==> src/sv/led_blink_request_sequencer_defines.svh <==
// Assertion macros for the LED blink request sequencer.
// Define SYNTH to drop all assertions from the build.
`ifndef LED_BLINK_REQUEST_SEQUENCER_DEFINES_SVH
`define LED_BLINK_REQUEST_SEQUENCER_DEFINES_SVH

`ifndef SYNTH

// Check a property on every clock edge outside reset.
`define LBRS_ASSERT(lbl, prop, msg) \
  lbl: assert property (@(posedge clk_i) disable iff (!rst_ni) prop) else $error(msg);

// Check that the consequent holds in the cycle after the antecedent.
`define LBRS_ASSERT_NEXT(lbl, ante, cons, msg) \
  lbl: assert property (@(posedge clk_i) disable iff (!rst_ni) (ante) |=> (cons)) \
    else $error(msg);

`else

`define LBRS_ASSERT(lbl, prop, msg)
`define LBRS_ASSERT_NEXT(lbl, ante, cons, msg)

`endif

`endif

==> src/sv/lbrs_pkg.sv <==
package lbrs_pkg;

  // Fixed payload widths
  localparam int LED_IDX_W   = 2;
  localparam int COUNT_W     = 8;
  localparam int IN_TIME_W   = 16;
  localparam int LED_DRIVE_W = 4;

  // Parameter defaults
  localparam int NUM_LEDS_DEF    = 4;
  localparam int QUEUE_DEPTH_DEF = 4;
  localparam int TIME_WIDTH_DEF  = 16;

  typedef enum logic {
    OP_TICK = 1'b0,
    OP_ENQ  = 1'b1
  } op_e;

  typedef enum logic [3:0] {
    PH_IDLE = 4'b0001,
    PH_ON   = 4'b0010,
    PH_OFF  = 4'b0100,
    PH_GAP  = 4'b1000
  } phase_e;

  typedef struct packed {
    op_e                  op;
    logic [LED_IDX_W-1:0] led_index;
    logic [COUNT_W-1:0]   flash_count;
    logic [IN_TIME_W-1:0] on_ticks;
    logic [IN_TIME_W-1:0] off_ticks;
    logic [IN_TIME_W-1:0] gap_ticks;
  } blink_req_t;

  typedef struct packed {
    logic [LED_DRIVE_W-1:0] led_drive;
    logic                   dropped;
  } blink_res_t;

  typedef struct packed {
    logic tick;
    logic enq;
  } lane_cmd_t;

  typedef struct packed {
    logic lit;
    logic drop;
  } lane_stat_t;

endpackage

==> src/sv/lbrs_lane.sv <==
module lbrs_lane import lbrs_pkg::*; #(
  parameter int QUEUE_DEPTH = QUEUE_DEPTH_DEF,
  parameter int TIME_WIDTH  = TIME_WIDTH_DEF
) (
  input  logic                  clk_i,
  input  logic                  rst_ni,
  input  lane_cmd_t             cmd_i,
  input  logic [COUNT_W-1:0]    count_i,
  input  logic [TIME_WIDTH-1:0] on_i,
  input  logic [TIME_WIDTH-1:0] off_i,
  input  logic [TIME_WIDTH-1:0] gap_i,
  output lane_stat_t            stat_o
);

  localparam int IDX_W  = (QUEUE_DEPTH > 1) ? $clog2(QUEUE_DEPTH) : 1;
  localparam int FILL_W = $clog2(QUEUE_DEPTH + 1);
  localparam logic [FILL_W-1:0] FILL_MAX = FILL_W'(QUEUE_DEPTH);
  localparam logic [IDX_W-1:0]  IDX_LAST = IDX_W'(QUEUE_DEPTH - 1);
  localparam logic [IDX_W:0]    SUM_WRAP = (IDX_W + 1)'(QUEUE_DEPTH);

  // Request queue storage, no reset
  logic [COUNT_W-1:0]    cnt_mem [QUEUE_DEPTH];
  logic [TIME_WIDTH-1:0] on_mem  [QUEUE_DEPTH];
  logic [TIME_WIDTH-1:0] off_mem [QUEUE_DEPTH];
  logic [TIME_WIDTH-1:0] gap_mem [QUEUE_DEPTH];

  phase_e                phase_q, phase_d;
  logic [TIME_WIDTH-1:0] timer_q, timer_d;
  logic [COUNT_W-1:0]    left_q, left_d;
  logic [IDX_W-1:0]      head_q, head_d;
  logic [FILL_W-1:0]     fill_q, fill_d;
  logic                  lit_q, lit_d;

  logic [IDX_W-1:0]      head_inc, tail_idx, rd_idx;
  logic [IDX_W:0]        tail_sum;
  logic                  phase_end, gap_end;
  logic [COUNT_W-1:0]    rd_cnt;
  logic [TIME_WIDTH-1:0] rd_on, rd_off, rd_gap;
  logic [FILL_W-1:0]     fill_left;
  logic                  wr_en, drop;
  logic                  step_en;
  logic [COUNT_W-1:0]    step_left;
  logic [TIME_WIDTH-1:0] step_on, step_gap;

  assign head_inc = (head_q == IDX_LAST) ? '0 : head_q + 1'b1;
  assign tail_sum = {1'b0, head_q} + (IDX_W + 1)'(fill_q);
  assign tail_idx = (tail_sum >= SUM_WRAP) ? IDX_W'(tail_sum - SUM_WRAP) : IDX_W'(tail_sum);

  assign phase_end = cmd_i.tick && (phase_q != PH_IDLE) && (timer_q <= TIME_WIDTH'(1));
  assign gap_end   = phase_end && (phase_q == PH_GAP);

  // At the end of a gap the next request in line is the one to start
  assign rd_idx = gap_end ? head_inc : head_q;
  assign rd_cnt = cnt_mem[rd_idx];
  assign rd_on  = on_mem[rd_idx];
  assign rd_off = off_mem[rd_idx];
  assign rd_gap = gap_mem[rd_idx];

  assign fill_left = (fill_q != '0) ? fill_q - 1'b1 : '0;

  always_comb begin
    phase_d   = phase_q;
    timer_d   = timer_q;
    left_d    = left_q;
    head_d    = head_q;
    fill_d    = fill_q;
    lit_d     = lit_q;
    wr_en     = 1'b0;
    drop      = 1'b0;
    step_en   = 1'b0;
    step_left = left_q;
    step_on   = rd_on;
    step_gap  = rd_gap;

    if (cmd_i.enq) begin
      if (fill_q == FILL_MAX) begin
        drop = 1'b1;
      end else begin
        wr_en  = 1'b1;
        fill_d = fill_q + 1'b1;
        // Idle lane: start straight from the incoming fields
        if (fill_q == '0) begin
          step_en   = 1'b1;
          step_left = count_i;
          step_on   = on_i;
          step_gap  = gap_i;
        end
      end
    end else if (cmd_i.tick && (phase_q != PH_IDLE)) begin
      if (!phase_end) begin
        timer_d = timer_q - 1'b1;
      end else begin
        case (phase_q)
          PH_ON: begin
            lit_d   = 1'b0;
            phase_d = PH_OFF;
            timer_d = rd_off;
          end
          PH_OFF: begin
            step_en = 1'b1;
          end
          PH_GAP: begin
            head_d = head_inc;
            fill_d = fill_left;
            if (fill_left != '0) begin
              step_en   = 1'b1;
              step_left = rd_cnt;
            end else begin
              phase_d = PH_IDLE;
              timer_d = '0;
              lit_d   = 1'b0;
            end
          end
          default: begin
            phase_d = phase_q;
          end
        endcase
      end
    end

    // Begin the next flash, or the gap once no flashes remain
    if (step_en) begin
      if (step_left == '0) begin
        left_d  = '0;
        lit_d   = 1'b0;
        phase_d = PH_GAP;
        timer_d = step_gap;
      end else begin
        left_d  = step_left - 1'b1;
        lit_d   = 1'b1;
        phase_d = PH_ON;
        timer_d = step_on;
      end
    end
  end

  always_ff @(posedge clk_i or negedge rst_ni) begin
    if (!rst_ni) begin
      phase_q <= PH_IDLE;
      timer_q <= '0;
      left_q  <= '0;
      head_q  <= '0;
      fill_q  <= '0;
      lit_q   <= 1'b0;
    end else begin
      phase_q <= phase_d;
      timer_q <= timer_d;
      left_q  <= left_d;
      head_q  <= head_d;
      fill_q  <= fill_d;
      lit_q   <= lit_d;
    end
  end

  always_ff @(posedge clk_i) begin
    if (wr_en) begin
      cnt_mem[tail_idx] <= count_i;
      on_mem[tail_idx]  <= on_i;
      off_mem[tail_idx] <= off_i;
      gap_mem[tail_idx] <= gap_i;
    end
  end

  assign stat_o.lit  = lit_q;
  assign stat_o.drop = drop;

endmodule

==> src/sv/led_blink_request_sequencer.sv <==
// The result strobe done_o rises in the cycle after start is taken.
// Throughput: one item per clock; busy stays low, every LED lane updates in one
// pass through its phase logic and its request queue read.
// done_o lasts one cycle per item; the receiver cannot stall done_o or res_o.
// Reset: rst_ni low clears all queues, phases and timers, all LEDs dark.
`include "led_blink_request_sequencer_defines.svh"

module led_blink_request_sequencer import lbrs_pkg::*; #(
  parameter int NUM_LEDS    = NUM_LEDS_DEF,
  parameter int QUEUE_DEPTH = QUEUE_DEPTH_DEF,
  parameter int TIME_WIDTH  = TIME_WIDTH_DEF
) (
  input  logic       clk_i,
  input  logic       rst_ni,
  input  logic       start,
  output logic       busy,
  input  blink_req_t req_i,
  output logic       done_o,
  output blink_res_t res_o
);

  localparam int PAD_W = (NUM_LEDS > LED_DRIVE_W) ? NUM_LEDS : LED_DRIVE_W;

  logic                  accept;
  logic [TIME_WIDTH-1:0] on_sat, off_sat, gap_sat;
  lane_cmd_t             cmd  [NUM_LEDS];
  lane_stat_t            stat [NUM_LEDS];
  logic [NUM_LEDS-1:0]   lit_vec, drop_vec;
  logic [PAD_W-1:0]      lit_pad;
  logic                  done_q, done_d;
  logic                  dropped_q, dropped_d;

  // Clamp an incoming time to the largest value the timers hold
  function automatic logic [TIME_WIDTH-1:0] sat_time(input logic [IN_TIME_W-1:0] v);
    logic [IN_TIME_W-1:0] hi;
    hi = v >> TIME_WIDTH;
    return (hi != '0) ? '1 : TIME_WIDTH'(v);
  endfunction

  assign busy   = 1'b0;
  assign accept = start && !busy;

  assign on_sat  = sat_time(req_i.on_ticks);
  assign off_sat = sat_time(req_i.off_ticks);
  assign gap_sat = sat_time(req_i.gap_ticks);

  for (genvar gi = 0; gi < NUM_LEDS; gi++) begin : g_lane
    assign cmd[gi].tick = accept && (req_i.op == OP_TICK);
    assign cmd[gi].enq  = accept && (req_i.op == OP_ENQ) && (int'(req_i.led_index) == gi);

    lbrs_lane #(
      .QUEUE_DEPTH(QUEUE_DEPTH),
      .TIME_WIDTH (TIME_WIDTH)
    ) u_lane (
      .clk_i  (clk_i),
      .rst_ni (rst_ni),
      .cmd_i  (cmd[gi]),
      .count_i(req_i.flash_count),
      .on_i   (on_sat),
      .off_i  (off_sat),
      .gap_i  (gap_sat),
      .stat_o (stat[gi])
    );

    assign lit_vec[gi]  = stat[gi].lit;
    assign drop_vec[gi] = stat[gi].drop;
  end

  assign done_d    = accept;
  assign dropped_d = |drop_vec;

  always_ff @(posedge clk_i or negedge rst_ni) begin
    if (!rst_ni) begin
      done_q    <= 1'b0;
      dropped_q <= 1'b0;
    end else begin
      done_q    <= done_d;
      dropped_q <= dropped_d;
    end
  end

  assign lit_pad         = PAD_W'(lit_vec);
  assign done_o          = done_q;
  assign res_o.led_drive = lit_pad[LED_DRIVE_W-1:0];
  assign res_o.dropped   = dropped_q;

  `LBRS_ASSERT_NEXT(a_transfer_done, start && !busy, done_o, "accepted item gave no result")
  `LBRS_ASSERT_NEXT(a_no_spurious_done, !(start && !busy), !done_o, "result without an item")
  `LBRS_ASSERT(a_drop_on_enq, done_o && res_o.dropped |-> $past(req_i.op == OP_ENQ), "drop on tick")
  `LBRS_ASSERT_NEXT(a_lit_hold, !(start && !busy), $stable(lit_vec), "LED changed while idle")

endmodule
==> config.mk <==
export PLATFORM = sky130hd
export DESIGN_NAME = led_blink_request_sequencer
export DESIGN_NICKNAME = d
export VERILOG_FILES = /design/src/sv/lbrs_pkg.sv /design/src/sv/lbrs_lane.sv /design/src/sv/led_blink_request_sequencer.sv
export VERILOG_INCLUDE_DIRS = /design/src /design/src/sv
export SDC_FILE = /design/constraint.sdc
export NUM_CORES = 2
export LEC_CHECK = 0
export ABC_AREA = 1
export BUFFER_PORTS_ARGS = -buffer_cell sky130_fd_sc_hd__buf_2
export CELL_PAD_IN_SITES_DETAIL_PLACEMENT = 0
export CELL_PAD_IN_SITES_GLOBAL_PLACEMENT = 1
export CORE_MARGIN = 3
export CORE_UTILIZATION = 33
export CTS_CLUSTER_SIZE = 12
export DETAILED_ROUTE_END_ITERATION = 8
export GPL_ROUTABILITY_DRIVEN = 0
export MAX_ROUTING_LAYER = met4
export PLACE_DENSITY_LB_ADDON = 0.3
export SLEW_MARGIN = 20
export SYNTH_ARGS = -nofsm -noshare
export SYNTH_HDL_FRONTEND = slang
export SYNTH_HIERARCHICAL = 1
export SYNTH_SLANG_ARGS = --single-unit
==> constraint.sdc <==
create_clock -name clk_i -period 14.6 [get_ports clk_i]
set_clock_uncertainty 0.2 [all_clocks]
set_input_delay 1.46 -clock clk_i [delete_from_list [all_inputs] [get_ports clk_i]]
set_output_delay 1.46 -clock clk_i [all_outputs]
set_load 0.02 [all_outputs]
==> summary.md <==
STA classifies the critical path endpoint as a flop. After synthesis the netlist holds a flip-flop and latch count of 1,030. Along the worst path, the maximum fanout reaches 65. Setup violations remaining at the end of the flow were counted as 0. Number of nets in the final layout: 4,885. The worst-case headroom to the max-slew limit came out at 0.294. For the critical path data required time, the log shows 14.95 ns.

The critical path goes through buf_2, inv_1, nor2_2, buf_4, nand2_2, nor2_8, nand4_4, nand2_4, buf_4, inv_2, buf_4, o21ai_1, nand3_1, a21oi_2, ha_1, nand3_2, nor2_8, nand3_4, nand2_2, inv_2, nand2_1, o21ai_1. The smallest hold slack is 0.281 ns, and the number of hold buffers added after CTS is 0. In the routed design, unresolved DRC markers number 0. The die is 388 µm wide. Slowest cell on the critical path: sky130_fd_sc_hd__nand2_4. Initial antenna violation count: 12. The number of buffers created by CTS was 111. The category of the worst setup path launch point was an input port.

For this run, the number of Yosys warnings is 6. The worst hold path passes through 2 cells. The internal power of the cells totals 5.33 mW. Data on the critical path arrives at its endpoint at 6.50 ns. After detailed routing, the average wire length per cell comes to 21.8 µm.

The routed design could run at a clock period as short as 6.15 ns. Cell repeated most along the worst path: sky130_fd_sc_hd__buf_4. The logs give 32,800 for the number of global-route vias before repair and 3 for the number of H-tree levels. The analysis attributes to cell leakage a power of 20.0 nW. Input and output buffers added on the ports amount to 67. Number of placement rows: 139. Ranked by total cell area, the synthesized netlist is headed by sky130_fd_sc_hd__edfxtp_1 56%, sky130_fd_sc_hd__nand2_1 9.8%, sky130_fd_sc_hd__dfrtp_1 6.7%, sky130_fd_sc_hd__a21oi_1 4.0%, sky130_fd_sc_hd__nand3_1 3.1%. The final setup TNS came out at 0 ns. The post-cts repair resize count is 0.

Buffers added to address setup during post-CTS repair amount to 0. Yosys instantiated no cell more often than sky130_fd_sc_hd__nand2_1. The root buffer cell chosen for the clock tree is sky130_fd_sc_hd__clkbuf_16. The core occupancy in the finished layout was 0.374; the share of synthesized flip-flops with an asynchronous set or reset was 0.130.

The critical path start-end classification is in -> reg. At the pin with the least slew margin, the transition time is 1.06 ns. In this design, the largest share of critical-path delay is due to simple AND/OR/NAND/NOR gates. The maximum resistive drop on vdd is 0.0831 mV.

The leading register cell type out of synthesis was sky130_fd_sc_hd__edfxtp_1. The number of flops mapped to enable cells by yosys was 896. After clock tree synthesis, the clock-pin slew on the worst setup and hold paths is 0.06 ns.

The logs give 0 for the number of max-slew violations in the final report and 0.69 ns for the clock insertion delay at the later pin of the skew report. The post-detailed-route via-to-cell ratio was 5.09; the count of cells along the worst register-to-register path was 22. The run gives 0.334 as the initial core utilization.

The tools report the detailed placer's ending HPWL as 88,600 µm. In this run the mean area of a mapped cell was 10.1 µm². The switching part of the total power is 0.274. The combinational cell fraction of total power is 0.142. The run gives 51 as the number of distinct library cell variants in the gate-level netlist after synthesis. The run finished with clean final reports. After global routing the overflow that remains totals 0. The share of layout cells above drive strength 1 was 0.101. Entering global routing, the biggest net connects 73 pins.

The final critical-path share of the clock period works out to 0.421. The share of power burned in registers was 0.482. By count the netlist is led by 1,258 x sky130_fd_sc_hd__nand2_1, 896 x sky130_fd_sc_hd__edfxtp_1, 389 x sky130_fd_sc_hd__inv_1. The logs give 3,112 for the starting DRC count in detailed routing and 3 for the maximum clock path buffer count. Setup repair after global routing left no endpoint under its margin. Top cell type's share of synthesized area: 0.558.

In this run the power density over the cells is 136 nW/µm². The tools report the number of failing hold endpoints at the final stage as 0. The logs give 4,779 for the synthesized netlist cell count and 48,200 µm² for the synthesized cell area. 69 I/O pins were placed. From synthesis to final layout, the design area changed by 11.9%. The logs give 0.376 for the clock share of power and 1,030 for the clock sink count.

For this block, the via count after detailed routing is 34,600. The largest single stage delay on the critical path is 0.63 ns. The overall routed net length is 148,000 µm.

The count of nets left with antenna violations once routing finished came out at 0. TritonCTS built the clock tree. The floorplan step defined a die boundary enclosing 151,000 µm². The logs give 0.628 for the part of the Yosys area used for sequential elements and 163 MHz for the maximum clock frequency. Counting both buffers and inverters, the worst setup path holds a total of 7. The overall track demand over capacity in global routing came out at 0.199. For the synthesized net count, the log shows 4,873.

The largest total area in the synthesized netlist belongs to sky130_fd_sc_hd__edfxtp_1. The chip height is 388 µm. In this run the power spent charging and discharging nets is 2.02 mW. The type of the tightest min-delay check was reg -> reg. Across the run, the number of max-cap violations was 0.

The global-route wire length before repair is 220,000 µm. The number of iterations in the first detailed-routing pass is 5. In this run the number of cells on the critical path is 22. The core footprint came out at 144,000 µm².
power groups by stage:
stage,registers (mW),clock network [mW],logic (mW)
global placement,3.60,0,1.04
finish,3.54,2.77,1.04
detailed placement,3.60,0,1.04
floorplan,3.57,0,0.734
global route,3.56,2.94,1.19
CTS,3.54,2.83,1.05
final timing paths:
kind / slack, ns / startpoint / endpoint
setup / recovery: 8.45 / start / g_lane[3].u_lane/left_q[2]$_DFFE_PN0P_
hold reg to reg: 0.28 / g_lane[3].u_lane/left_q[5]$_DFFE_PN0P_ / g_lane[3].u_lane/left_q[5]$_DFFE_PN0P_
setup reg to reg: 8.95 / g_lane[3].u_lane/timer_q[0]$_DFFE_PN0P_ / g_lane[3].u_lane/left_q[2]$_DFFE_PN0P_
max in group asynchronous: 12.33 / rst_ni / g_lane[1].u_lane/timer_q[4]$_DFFE_PN0P_
min in group asynchronous: 0.58 / rst_ni / g_lane[0].u_lane/left_q[6]$_DFFE_PN0P_
hold / removal: 0.28 / g_lane[3].u_lane/left_q[5]$_DFFE_PN0P_ / g_lane[3].u_lane/left_q[5]$_DFFE_PN0P_
registers in the layout, summed over array words and instances, names as in the netlist:
name,count
g_lane.u_lane/off_mem,256
g_lane.u_lane/cnt_mem,128
g_lane.u_lane/timer_q,64
g_lane.u_lane/phase_q,16
g_lane.u_lane/on_mem,256
g_lane.u_lane/fill_q,12
dropped_q,1
g_lane.u_lane/head_q,8
g_lane.u_lane/left_q,32
g_lane.u_lane/gap_mem,256
done_o,1
layout by cell type (no fill, tap or decap), drive strengths merged:
master,count
a2111o,1
a21boi,7
a21oi,385
a31oi,8
buf,136
bufinv,8
clkbuf,155
clkinv,54
clkinvlp,3
conb,1
dfrtp,130
dfstp,4
diode,6
edfxtp,896
ha,32
inv,420
mux2,3
nand2,1285
nand3,343
nand3b,37
nand4,73
nor2,322
nor3,43
nor4,1
o2111ai,3
o211ai,53
o21ai,300
o22a,1
o22ai,53
o31ai,69
or2,22
xnor2,8
xor2,26
per-stage QoR:
step | area, µm² | worst slack [ns] | instances | power, mW
5_1_grt | 54000 | 8.01 | 6787 | 7.69
3_5_place_dp | 50400 | 7.74 | 6581 | 4.64
6_report | 54000 | 8.45 | 6791 | 7.35
2_1_floorplan | 48200 | 7.57 | 4779 | 4.30
3_3_place_gp | 50400 | 7.79 | 6581 | 4.64
4_1_cts | 54000 | 8.47 | 6785 | 7.42
final cells by class:
class                      instances  area (µm²)
sequential                      1030       30300
fill                           14300       90400
timing repair buffer             136         860
clock buffer                     155        3100
clock inverter                    49         458
inverter                         436        1640
tap                             1903        2380
antenna                            6        15.0
multi-input combinational       3076       15300
worst reg2reg max path: stages, from the launching register on:
cell and delay [ns]:
sky130_fd_sc_hd__dfrtp_1 0.41, sky130_fd_sc_hd__inv_1 0.15, sky130_fd_sc_hd__ha_1 0.22, sky130_fd_sc_hd__inv_1 0.10, sky130_fd_sc_hd__nand2_1 0.09, sky130_fd_sc_hd__inv_1 0.05
sky130_fd_sc_hd__nor2_2 0.24, sky130_fd_sc_hd__nand4_4 0.31, sky130_fd_sc_hd__nand2_4 0.64, sky130_fd_sc_hd__buf_4 0.65, sky130_fd_sc_hd__inv_2 0.07, sky130_fd_sc_hd__buf_4 0.30
sky130_fd_sc_hd__o21ai_1 0.19, sky130_fd_sc_hd__nand3_1 0.11, sky130_fd_sc_hd__a21oi_2 0.20, sky130_fd_sc_hd__ha_1 0.25, sky130_fd_sc_hd__nand3_2 0.16, sky130_fd_sc_hd__nor2_8 0.33
sky130_fd_sc_hd__nand3_4 0.39, sky130_fd_sc_hd__nand2_2 0.25, sky130_fd_sc_hd__inv_2 0.09, sky130_fd_sc_hd__nand2_1 0.06, sky130_fd_sc_hd__o21ai_1 0.06
routing by layer:
layer,vias up,GRT usage,wire length [µm]
met1,17000,0.281,69500
met5,-,-,0
li1,16500,-,-
met2,911,0.304,67200
met3,175,0.0255,7990
met4,0,0.0467,3500
kinds of logic (layout without fill, tap and decap cells):
kind of cell	Yosys count	in the layout	share of synthesized area
AOI/OAI and AO/OA	880	880	0.100
xor gates and xnor gates	34	34	0.00617
adders and majority gates	32	32	0.00830
buffers and inverters	673	776	0.0589
DFF	1030	1030	0.628
muxes	3	3	0.000700
other	1	7	0.0000778
and+or+nand+nor	2126	2126	0.198
Power figures use the tool's default switching activity.
